## config.mk

```make
export PLATFORM = sky130hd
export DESIGN_NAME = lowpan_datagram_fragmenter_top_flat
export DESIGN_NICKNAME = d
export VERILOG_FILES = /design/src/design/ldf_pkg.sv /design/src/design/ldf_if.sv /design/src/design/ldf_front.sv /design/src/design/ldf_queue.sv /design/src/design/ldf_back.sv /design/src/design/lowpan_datagram_fragmenter_top.sv /design/src/flat_wrapper.sv
export SDC_FILE = /design/constraint.sdc
export NUM_CORES = 1
export LEC_CHECK = 0
export ABC_AREA = 1
export BUFFER_PORTS_ARGS = -buffer_cell sky130_fd_sc_hd__buf_2
export CAP_MARGIN = 10
export CORE_MARGIN = 5
export CORE_UTILIZATION = 39
export CTS_CLUSTER_SIZE = 14
export DETAILED_ROUTE_END_ITERATION = 6
export MAX_ROUTING_LAYER = met4
export SLEW_MARGIN = 20
export SYNTH_ARGS = -nofsm -noshare
export SYNTH_HDL_FRONTEND = slang
export SYNTH_HIERARCHICAL = 1
export SYNTH_SLANG_ARGS = --single-unit
```

## constraint.sdc

```tcl
create_clock -name clk -period 8.25 [get_ports clk]
set_input_delay 0.4125 -clock clk [delete_from_list [all_inputs] [get_ports clk]]
set_output_delay 0.4125 -clock clk [all_outputs]
set_load 0.02 [all_outputs]
```

## src/design/ldf_pkg.sv

```systemverilog
// ----------------------------------------------------------------------------
// ldf_pkg
// Shared constants and types for the 6LoWPAN datagram fragmenter.
// ----------------------------------------------------------------------------
package ldf_pkg;

  localparam int ADDR_BITS_DEF = 64;
  localparam int QUEUE_DEPTH   = 2;

  localparam logic [7:0]  UNCOMP_DISPATCH = 8'h41;
  localparam logic [7:0]  HEAD_FRAG_MARK  = 8'hC0;
  localparam logic [7:0]  NEXT_FRAG_MARK  = 8'hE0;

  localparam logic [6:0]  BUDGET_RESET    = 7'd102;
  localparam logic [6:0]  BUDGET_MIN      = 7'd16;
  localparam logic [6:0]  FIRST_HDR_BYTES = 7'd4;
  localparam logic [6:0]  NEXT_HDR_BYTES  = 7'd5;
  localparam logic [6:0]  FRAG_ALIGN_MASK = 7'b111_1000;

  localparam logic [10:0] LEN_MIN = 11'd1;
  localparam logic [10:0] LEN_MAX = 11'd2046;

  localparam logic [2:0]  HDR_FIRST_LEN = 3'd4;
  localparam logic [2:0]  HDR_NEXT_LEN  = 3'd5;
  localparam logic [2:0]  HDR_NONE_LEN  = 3'd0;

  localparam logic [2:0]  HDR_IDX_MARK    = 3'd0;
  localparam logic [2:0]  HDR_IDX_SIZE_LO = 3'd1;
  localparam logic [2:0]  HDR_IDX_TAG_HI  = 3'd2;
  localparam logic [2:0]  HDR_IDX_TAG_LO  = 3'd3;
  localparam logic [2:0]  HDR_IDX_OFFSET  = 3'd4;

  typedef struct packed {
    logic [7:0]  data_byte;
    logic        dispatch;
    logic        hdr_first;
    logic        hdr_next;
    logic [10:0] size;
    logic [15:0] tag;
    logic [7:0]  offset;
    logic        frame_end;
    logic        packet_end;
  } cmd_t;

endpackage

```

## src/design/ldf_if.sv

```systemverilog
// ----------------------------------------------------------------------------
// ldf_in_if / ldf_out_if
// Valid/ready request channels for packet bytes and frame bytes.
// ----------------------------------------------------------------------------
interface ldf_in_if #(
  parameter int ADDR_BITS = ldf_pkg::ADDR_BITS_DEF
);
  logic                 valid;
  logic                 ready;
  logic [7:0]           data_byte;
  logic [10:0]          packet_len;
  logic [ADDR_BITS-1:0] dest_addr;

  modport source (output valid, data_byte, packet_len, dest_addr, input ready);
  modport sink   (input valid, data_byte, packet_len, dest_addr, output ready);
endinterface

interface ldf_out_if #(
  parameter int ADDR_BITS = ldf_pkg::ADDR_BITS_DEF
);
  logic                 valid;
  logic                 ready;
  logic [7:0]           out_byte;
  logic [ADDR_BITS-1:0] frame_dest;
  logic                 frame_end;
  logic                 packet_end;

  modport source (output valid, out_byte, frame_dest, frame_end, packet_end, input ready);
  modport sink   (input valid, out_byte, frame_dest, frame_end, packet_end, output ready);
endinterface

```

## src/design/ldf_front.sv

```systemverilog
// ----------------------------------------------------------------------------
// ldf_front
// Accepts packet bytes, tracks datagram state and frame boundaries, and
// issues one emit command per byte.
// ----------------------------------------------------------------------------
module ldf_front #(
  parameter int ADDR_BITS = ldf_pkg::ADDR_BITS_DEF
) (
  input  logic                 clk,
  input  logic                 rst_n,
  input  logic                 cfg_we,
  input  logic [6:0]           cfg_wdata,
  ldf_in_if.sink               in_ch,
  input  logic                 q_full,
  output logic                 q_push,
  output ldf_pkg::cmd_t        q_cmd,
  output logic [ADDR_BITS-1:0] q_dest
);

  logic [6:0]           budget_r;
  logic [15:0]          tag_r, tag_nxt;
  logic [10:0]          size_r;
  logic [10:0]          pos_r;
  logic [6:0]           fill_r, fill_nxt;
  logic                 frag_r;
  logic                 first_r;
  logic [ADDR_BITS-1:0] dest_r, dest_nxt;

  logic [6:0]  b_eff;
  logic [10:0] len, s, p, p1, start, rem, cap, cap_first, cap_next;
  logic [6:0]  f, f1;
  logic        fr, hdr_next, pend, fend;

  always_comb begin
    b_eff = (budget_r < ldf_pkg::BUDGET_MIN) ? ldf_pkg::BUDGET_MIN : budget_r;
    priority if (in_ch.packet_len < ldf_pkg::LEN_MIN) begin
      len = ldf_pkg::LEN_MIN;
    end else if (in_ch.packet_len > ldf_pkg::LEN_MAX) begin
      len = ldf_pkg::LEN_MAX;
    end else begin
      len = in_ch.packet_len;
    end
    s        = first_r ? (len + 11'd1) : size_r;
    fr       = first_r ? (s > {4'b0, b_eff}) : frag_r;
    p        = first_r ? 11'd1 : pos_r;
    f        = first_r ? 7'd1 : fill_r;
    dest_nxt = first_r ? in_ch.dest_addr : dest_r;
    hdr_next = !first_r && fr && (f == 7'd0) && (p != 11'd0);
    p1       = p + 11'd1;
    f1       = f + 7'd1;
    pend     = (p1 >= s);
    start    = (p1 >= {4'b0, f1}) ? (p1 - {4'b0, f1}) : 11'd0;
    rem      = s - start;
    cap_first = {4'b0, (b_eff - ldf_pkg::FIRST_HDR_BYTES) & ldf_pkg::FRAG_ALIGN_MASK};
    cap_next  = {4'b0, (b_eff - ldf_pkg::NEXT_HDR_BYTES) & ldf_pkg::FRAG_ALIGN_MASK};
    priority if (start == 11'd0) begin
      cap = cap_first;
    end else if (rem > {4'b0, b_eff - ldf_pkg::NEXT_HDR_BYTES}) begin
      cap = cap_next;
    end else begin
      cap = rem;
    end
    fend     = pend || (fr && ({4'b0, f1} >= cap));
    fill_nxt = fend ? 7'd0 : f1;
    tag_nxt  = pend ? (tag_r + 16'd1) : tag_r;
  end

  assign in_ch.ready = !q_full;
  assign q_push      = in_ch.valid && !q_full;
  assign q_dest      = dest_nxt;

  always_comb begin
    q_cmd.data_byte  = in_ch.data_byte;
    q_cmd.dispatch   = first_r;
    q_cmd.hdr_first  = first_r && fr;
    q_cmd.hdr_next   = hdr_next;
    q_cmd.size       = s;
    q_cmd.tag        = tag_r;
    q_cmd.offset     = p[10:3];
    q_cmd.frame_end  = fend;
    q_cmd.packet_end = pend;
  end

  always_ff @(posedge clk) begin
    if (!rst_n) begin
      budget_r <= ldf_pkg::BUDGET_RESET;
      tag_r    <= '0;
      size_r   <= '0;
      pos_r    <= '0;
      fill_r   <= '0;
      frag_r   <= 1'b0;
      first_r  <= 1'b1;
    end else begin
      if (cfg_we) begin
        budget_r <= cfg_wdata;
      end
      if (q_push) begin
        tag_r   <= tag_nxt;
        size_r  <= s;
        pos_r   <= p1;
        fill_r  <= fill_nxt;
        frag_r  <= fr;
        first_r <= pend;
      end
    end
  end

  always_ff @(posedge clk) begin
    if (q_push) begin
      dest_r <= dest_nxt;
    end
  end

endmodule

```

## src/design/ldf_queue.sv

```systemverilog
// ----------------------------------------------------------------------------
// ldf_queue
// Small register FIFO holding emit commands between front and back.
// ----------------------------------------------------------------------------
module ldf_queue #(
  parameter int WIDTH = 8,
  parameter int DEPTH = ldf_pkg::QUEUE_DEPTH
) (
  input  logic             clk,
  input  logic             rst_n,
  input  logic             push,
  input  logic [WIDTH-1:0] wdata,
  output logic             full,
  input  logic             pop,
  output logic             valid,
  output logic [WIDTH-1:0] rdata
);

  localparam int PTR_W = (DEPTH > 1) ? $clog2(DEPTH) : 1;
  localparam int CNT_W = $clog2(DEPTH + 1);

  logic [WIDTH-1:0] mem_r [DEPTH];
  logic [PTR_W-1:0] wr_ptr_r, rd_ptr_r;
  logic [CNT_W-1:0] count_r;

  assign full  = (count_r == CNT_W'(DEPTH));
  assign valid = (count_r != '0);
  assign rdata = mem_r[rd_ptr_r];

  always_ff @(posedge clk) begin
    if (!rst_n) begin
      wr_ptr_r <= '0;
      rd_ptr_r <= '0;
      count_r  <= '0;
    end else begin
      if (push) begin
        wr_ptr_r <= (wr_ptr_r == PTR_W'(DEPTH - 1)) ? '0 : wr_ptr_r + PTR_W'(1);
      end
      if (pop) begin
        rd_ptr_r <= (rd_ptr_r == PTR_W'(DEPTH - 1)) ? '0 : rd_ptr_r + PTR_W'(1);
      end
      if (push && !pop) begin
        count_r <= count_r + CNT_W'(1);
      end else if (pop && !push) begin
        count_r <= count_r - CNT_W'(1);
      end
    end
  end

  always_ff @(posedge clk) begin
    if (push) begin
      mem_r[wr_ptr_r] <= wdata;
    end
  end

endmodule

```

## src/design/ldf_back.sv

```systemverilog
// ----------------------------------------------------------------------------
// ldf_back
// Expands each emit command into header, dispatch and payload bytes and
// drives the registered output channel.
// ----------------------------------------------------------------------------
module ldf_back #(
  parameter int ADDR_BITS = ldf_pkg::ADDR_BITS_DEF
) (
  input  logic                 clk,
  input  logic                 rst_n,
  input  logic                 q_valid,
  input  ldf_pkg::cmd_t        q_cmd,
  input  logic [ADDR_BITS-1:0] q_dest,
  output logic                 q_pop,
  ldf_out_if.source            out_ch
);

  logic [2:0]           k_r;
  logic                 valid_r;
  logic [7:0]           byte_r;
  logic [ADDR_BITS-1:0] dest_r;
  logic                 fend_r, pend_r;

  logic [2:0] hdr_len, last_idx;
  logic       last, load;
  logic [7:0] byte_nxt;
  logic [7:0] mark;

  always_comb begin
    priority if (q_cmd.hdr_first) begin
      hdr_len = ldf_pkg::HDR_FIRST_LEN;
    end else if (q_cmd.hdr_next) begin
      hdr_len = ldf_pkg::HDR_NEXT_LEN;
    end else begin
      hdr_len = ldf_pkg::HDR_NONE_LEN;
    end
    last_idx = hdr_len + {2'b0, q_cmd.dispatch};
    last     = (k_r == last_idx);
    load     = q_valid && (!valid_r || out_ch.ready);
    mark     = q_cmd.hdr_first ? ldf_pkg::HEAD_FRAG_MARK : ldf_pkg::NEXT_FRAG_MARK;
    priority if (k_r < hdr_len) begin
      unique case (k_r)
        ldf_pkg::HDR_IDX_MARK:    byte_nxt = mark | {5'b0, q_cmd.size[10:8]};
        ldf_pkg::HDR_IDX_SIZE_LO: byte_nxt = q_cmd.size[7:0];
        ldf_pkg::HDR_IDX_TAG_HI:  byte_nxt = q_cmd.tag[15:8];
        ldf_pkg::HDR_IDX_TAG_LO:  byte_nxt = q_cmd.tag[7:0];
        default:                  byte_nxt = q_cmd.offset;
      endcase
    end else if (q_cmd.dispatch && (k_r == hdr_len)) begin
      byte_nxt = ldf_pkg::UNCOMP_DISPATCH;
    end else begin
      byte_nxt = q_cmd.data_byte;
    end
  end

  assign q_pop = load && last;

  assign out_ch.valid      = valid_r;
  assign out_ch.out_byte   = byte_r;
  assign out_ch.frame_dest = dest_r;
  assign out_ch.frame_end  = fend_r;
  assign out_ch.packet_end = pend_r;

  always_ff @(posedge clk) begin
    if (!rst_n) begin
      k_r     <= '0;
      valid_r <= 1'b0;
    end else begin
      if (load) begin
        k_r     <= last ? 3'd0 : k_r + 3'd1;
        valid_r <= 1'b1;
      end else if (out_ch.ready) begin
        valid_r <= 1'b0;
      end
    end
  end

  always_ff @(posedge clk) begin
    if (load) begin
      byte_r <= byte_nxt;
      dest_r <= q_dest;
      fend_r <= last && q_cmd.frame_end;
      pend_r <= last && q_cmd.packet_end;
    end
  end

endmodule

```

## src/design/lowpan_datagram_fragmenter_top.sv

```systemverilog
// ----------------------------------------------------------------------------
// lowpan_datagram_fragmenter_top
// 6LoWPAN fragmentation of IPv6 packets into link frames.
// An accepted request is written into the queue, then loaded into the
// output register. Throughput: one byte per cycle while out_ch.ready is high;
// a byte opening a fragment takes six output bytes (header bytes included).
// Reset (rst_n low, synchronous): queue emptied, tag zero, budget 102,
// block waits for the first byte of a packet.
// ----------------------------------------------------------------------------
module lowpan_datagram_fragmenter_top #(
  parameter int ADDR_BITS = ldf_pkg::ADDR_BITS_DEF
) (
  input  logic       clk,
  input  logic       rst_n,
  input  logic       cfg_we,
  input  logic [6:0] cfg_wdata,
  ldf_in_if.sink     in_ch,
  ldf_out_if.source  out_ch
);

  localparam int CMD_W = $bits(ldf_pkg::cmd_t);
  localparam int Q_W   = CMD_W + ADDR_BITS;

  logic                 q_push, q_full, q_pop, q_valid;
  ldf_pkg::cmd_t        fr_cmd, bk_cmd;
  logic [ADDR_BITS-1:0] fr_dest, bk_dest;
  logic [Q_W-1:0]       q_rdata;

  ldf_front #(.ADDR_BITS(ADDR_BITS)) u_front (
    .clk       (clk),
    .rst_n     (rst_n),
    .cfg_we    (cfg_we),
    .cfg_wdata (cfg_wdata),
    .in_ch     (in_ch),
    .q_full    (q_full),
    .q_push    (q_push),
    .q_cmd     (fr_cmd),
    .q_dest    (fr_dest)
  );

  ldf_queue #(.WIDTH(Q_W), .DEPTH(ldf_pkg::QUEUE_DEPTH)) u_queue (
    .clk   (clk),
    .rst_n (rst_n),
    .push  (q_push),
    .wdata ({fr_cmd, fr_dest}),
    .full  (q_full),
    .pop   (q_pop),
    .valid (q_valid),
    .rdata (q_rdata)
  );

  assign bk_cmd  = q_rdata[Q_W-1:ADDR_BITS];
  assign bk_dest = q_rdata[ADDR_BITS-1:0];

  ldf_back #(.ADDR_BITS(ADDR_BITS)) u_back (
    .clk     (clk),
    .rst_n   (rst_n),
    .q_valid (q_valid),
    .q_cmd   (bk_cmd),
    .q_dest  (bk_dest),
    .q_pop   (q_pop),
    .out_ch  (out_ch)
  );

endmodule
```

## src/flat_wrapper.sv

```systemverilog
// flat-port wrapper written by rule: the top's interface ports become plain ports
module lowpan_datagram_fragmenter_top_flat 
#(
  parameter int ADDR_BITS = ldf_pkg::ADDR_BITS_DEF
)
  (clk, rst_n, cfg_we, cfg_wdata, in_ch_valid, in_ch_data_byte, in_ch_packet_len, in_ch_dest_addr, in_ch_ready, out_ch_valid, out_ch_out_byte, out_ch_frame_dest, out_ch_frame_end, out_ch_packet_end, out_ch_ready);
  ldf_in_if #(.ADDR_BITS(ADDR_BITS)) in_ch_i ();
  ldf_out_if #(.ADDR_BITS(ADDR_BITS)) out_ch_i ();
  input  logic clk;
  input  logic rst_n;
  input  logic cfg_we;
  input  logic [6:0] cfg_wdata;
  input wire logic [$bits(in_ch_i.valid)-1:0] in_ch_valid;
  input wire logic [$bits(in_ch_i.data_byte)-1:0] in_ch_data_byte;
  input wire logic [$bits(in_ch_i.packet_len)-1:0] in_ch_packet_len;
  input wire logic [$bits(in_ch_i.dest_addr)-1:0] in_ch_dest_addr;
  output wire logic [$bits(in_ch_i.ready)-1:0] in_ch_ready;
  output wire logic [$bits(out_ch_i.valid)-1:0] out_ch_valid;
  output wire logic [$bits(out_ch_i.out_byte)-1:0] out_ch_out_byte;
  output wire logic [$bits(out_ch_i.frame_dest)-1:0] out_ch_frame_dest;
  output wire logic [$bits(out_ch_i.frame_end)-1:0] out_ch_frame_end;
  output wire logic [$bits(out_ch_i.packet_end)-1:0] out_ch_packet_end;
  input wire logic [$bits(out_ch_i.ready)-1:0] out_ch_ready;
  assign in_ch_i.valid = in_ch_valid;
  assign in_ch_i.data_byte = in_ch_data_byte;
  assign in_ch_i.packet_len = in_ch_packet_len;
  assign in_ch_i.dest_addr = in_ch_dest_addr;
  assign in_ch_ready = in_ch_i.ready;
  assign out_ch_valid = out_ch_i.valid;
  assign out_ch_out_byte = out_ch_i.out_byte;
  assign out_ch_frame_dest = out_ch_i.frame_dest;
  assign out_ch_frame_end = out_ch_i.frame_end;
  assign out_ch_packet_end = out_ch_i.packet_end;
  assign out_ch_i.ready = out_ch_ready;
  lowpan_datagram_fragmenter_top #(.ADDR_BITS(ADDR_BITS)) u_core (.clk(clk), .rst_n(rst_n), .cfg_we(cfg_we), .cfg_wdata(cfg_wdata), .in_ch(in_ch_i), .out_ch(out_ch_i));
endmodule
```

==> metrics.md <==
| Metric | Value |
|---|---|
| Buffer depth of the longest clock path | 3 |
| Summed instance area of the synthesized netlist | 19,400 sq um |
| Startpoint-to-endpoint class of the critical path | reg -> reg |
| Switching part of the total power | a little over a third |
| Final Skew | 0.0198 ns |
| Number of antenna violations at the first check in global routing | 3 |
| Area of the multi-input gates | 6290 sq um |
| Clock sink count | 425 |
| CP endpoint kind | flip-flop |
| Sum of internal, switching and leakage power | 7.76 mW |
| Slowest cell delay on critical path | approximately 0.44 ns |
| Final number of setup-violating endpoints | 0 |
| Vias in the first global route | between 10,000 and 15,000 |
| Average cell area after synthesis | 11.4 sq um |
| Post-synth top area share | between 50% and 60% |
| Power share of the sequential group | 41.1% |
| Clock-pin slew on the worst setup and hold paths | 0.06 ns |
| TritonCTS Buffers | 45 |
| Yosys top cell by area | edfxtp_1 |
| Hold buffer count at cts | 0 |
| Area delta synth->final | 14.4% |
| Antenna viol nets, final | 0 |
| Total Wirelength | 45,500 microns |
| Weighted congestion at the end of routability-driven global placement | approximately 0.9 |
| MaxCap Viol Count | 0 |
| Cell area power density | 349 nW/um^2 |
| Synth Net Count | 1,864 |
| Highest achievable clock rate | 0.139 GHz |
| Worst slew margin relative to its limit | 27.3% |
| Half-perimeter wire length of the detailed placement result | 30,500 microns |
| Setup Buffers After CTS | 0 |
| Layout fillers | 4,505 |
| Wire length of the first global-routing pass | between 70,000 and 80,000 microns |
| FF+latch count, synth | 425 |
| Clock period minus final worst setup slack | 7.18 ns |
| Core footprint | between 40,000 and 50,000 sq um |
| Cell Rows | 81 |
| Sum of buffers and inverters on the critical path | 6 |
| Starting density of the core | 39.6% |
| Number of synthesis warnings | 6 |
| Die H | 233 microns |
| Period utilisation layout | 87.0% |
| GR Util All Layers | 16.9% |
| Commonest cells after routing, fill and taps aside | nand2_1 (424), edfxtp_1 (362), buf_2 (170) |
| Clock Latency Late Sink | 0.57 ns |
| Static Leakage | between 9 and 10 nW |
| Sequential cell area fraction in the yosys report | 62.4% |
| Number of levels the H-tree was split into | 2 |
| RSZ-0062 raised after global routing | false |
| CTS tree | built |
| Power share of the combinational group | 34.5% |
| Library cells used by synthesis | 55 |
| Nets | 2,034 |
| CP delay by family, top | simple AND/OR/NAND/NOR gates |
| Worst Path Arrival | 7.48 ns |
| Router iterations before antenna repair | 6 |
| Fraction of layout cells with a size suffix above 1 | 22.9% |
| Cell-internal power | 4.99 mW |
| Port Buffer Count | 170 |
| DRC viols | 0 |
| Final Slew Violations | 0 |
| Status | complete, no violations |
| 1st-iter DRT viols | 760 |
| Area of the die | around 54,000 sq um |
| Most common cell after layout, fill and taps aside | nand2_1 |
| Cell at the root of the clock tree | clkbuf_16 |
| Final routed wire length divided by cell count | 17.6 microns |
| Setup TNS Final | 0 ns |
| I/O pins | 171 |
| Clock network fraction of total power | 24.4% |
| Top cells by area in the synthesized netlist | edfxtp_1 (56%), nand2_1 (8.2%), dfxtp_1 (6.5%) |
| Sw Pwr | 2.77 mW |
| Classification of the worst-slack hold path | in -> reg |
| Most prevalent standard cell on the critical path | nand2_1 |
| Actual transition at the worst max-transition pin | 1.08 ns |
| Area used by sequential logic in the layout | 12,100 sq um |
| Maximum ir drop on the vdd rail | 0.172 mV |
| Maximum number of pins on one net before global-route repair | 69 |
| Required arrival time at the worst endpoint | 8.55 ns |
| Nature of the critical path startpoint | flip-flop |
| Via-per-instance ratio | 5.00 |
| Die extent in x | 233 microns |
| Crit-path slowest cell | o21ai_0 |
| Post-synthesis instance total | roughly 1,700 |
| Congestion Overflow GR | 0 |
| Final-report hold violation count | 0 |
| Highest net fanout along the worst path | 20 |
| Total of cells resized after clock tree synthesis | 0 |
| Routed vias | about 13,000 |
-- cell usage after synthesis, drive strengths merged --
master / count
inv: 162
fa: 2
a21oi: 72
edfxtp: 362
clkbuf: 30
xor2: 15
nor4b: 1
nor3: 18
nand2: 447
clkinv: 2
dfxtp: 63
nand4: 18
mux2: 112
a21boi: 2
o211ai: 10
o2111ai: 1
ha: 56
nand3: 100
buf: 33
a31oi: 1
o32ai: 1
xnor2: 7
a211o: 1
o21bai: 1
nor3b: 2
and3: 1
a21o: 3
nor2: 102
o21a: 5
o21ai: 70
or2: 4
nor4: 5
o41ai: 2
-- metal layers --
metal	track usage, %	wire length (microns)
met1	22.2	20300
met3	2.81	2420
met5	-	0
met4	4.19	985
met2	27.6	21700
-- cell type report --
type                            count  share of cell area, %
Clock inverter                     20                  0.860
Timing Repair Buffer              186                   4.36
Inverter                          164                   2.81
Tap cell                          664                   3.73
Clock buffer                       61                   5.38
Antenna cell                        4                 0.0450
Sequential cell                   425                   54.5
Multi-Input combinational cell   1059                   28.3
-- logic make-up after synthesis --
logic type / after synthesis / synth area share [%]
flip-flops: 425 / 62.4
AO/OA/AOI/OAI: 169 / 4.97
adder cells (fa/ha/maj): 58 / 3.81
XOR/XNOR: 22 / 0.991
multiplexers: 112 / 6.49
AND/OR/NAND/NOR: 698 / 16.1
buffers and inverters: 227 / 5.30
-- state kept, by name, indices dropped and copies added, names as in the netlist, 2 cells and up, named ones only --
register                         cells
u_core/u_back/out_ch.frame_dest     64
u_core/u_back/k_r                    3
u_core/u_front/size_r               11
u_core/u_queue/mem_r               224
u_core/u_back/out_ch.out_byte        8
u_core/u_front/dest_r               64
u_core/u_front/pos_r                11
u_core/u_queue/count_r               2
u_core/u_front/budget_r              7
u_core/u_front/tag_r                16
u_core/u_front/fill_r                7
-- power groups by stage --
| stage | clock network [mW] | registers [mW] | logic [mW] |
|---|---|---|---|
| 3_3_place_gp | 0 | 3.22 | 2.67 |
| 3_5_place_dp | 0 | 3.24 | 2.69 |
| 5_1_grt | 2.05 | 3.23 | 2.96 |
| 4_1_cts | 1.95 | 3.20 | 2.71 |
| 6_report | 1.89 | 3.19 | 2.68 |
| 2_1_floorplan | 0 | 3.41 | 1.75 |
-- worst register-to-register path: cells and delay by family, from the launching register on --
family	cells	cell delay (ns)
and+or+nand+nor	21	2.39
DFF	1	0.39
xor gates and xnor gates	1	0.25
AOI/OAI and AO/OA	8	1.49
buffers and inverters	6	0.59
adders and majority gates	6	1.83
-- path summary, 6_finish.rpt --
path	startpoint	endpoint	slack (ns)	cells past startpoint
max	u_core/u_front/first_r	u_core/u_queue/mem_r[0][65]	1.07	42
min	in_ch_data_byte[6]	u_core/u_queue/mem_r[0][110]	0.04	1
max reg2reg	u_core/u_front/first_r	u_core/u_queue/mem_r[0][65]	1.07	42
min reg2reg	u_core/u_front/tag_r[9]	u_core/u_queue/mem_r[1][83]	0.45	0
-- stage by stage --
step	hold slack, ns	instances	setup slack (ns)	util (%)	cell area [sq um]
2_1_floorplan	0.426	1711	1.57	-	19400
3_3_place_gp	0.435	2498	1.30	42.4	20900
3_5_place_dp	0.441	2498	1.09	42.4	20900
4_1_cts	0.00729	2579	1.07	45.3	22200
5_1_grt	0.0130	2582	0.420	45.3	22300
6_report	0.0436	2583	1.07	45.3	22300
(Power assumes the default switching activity.)
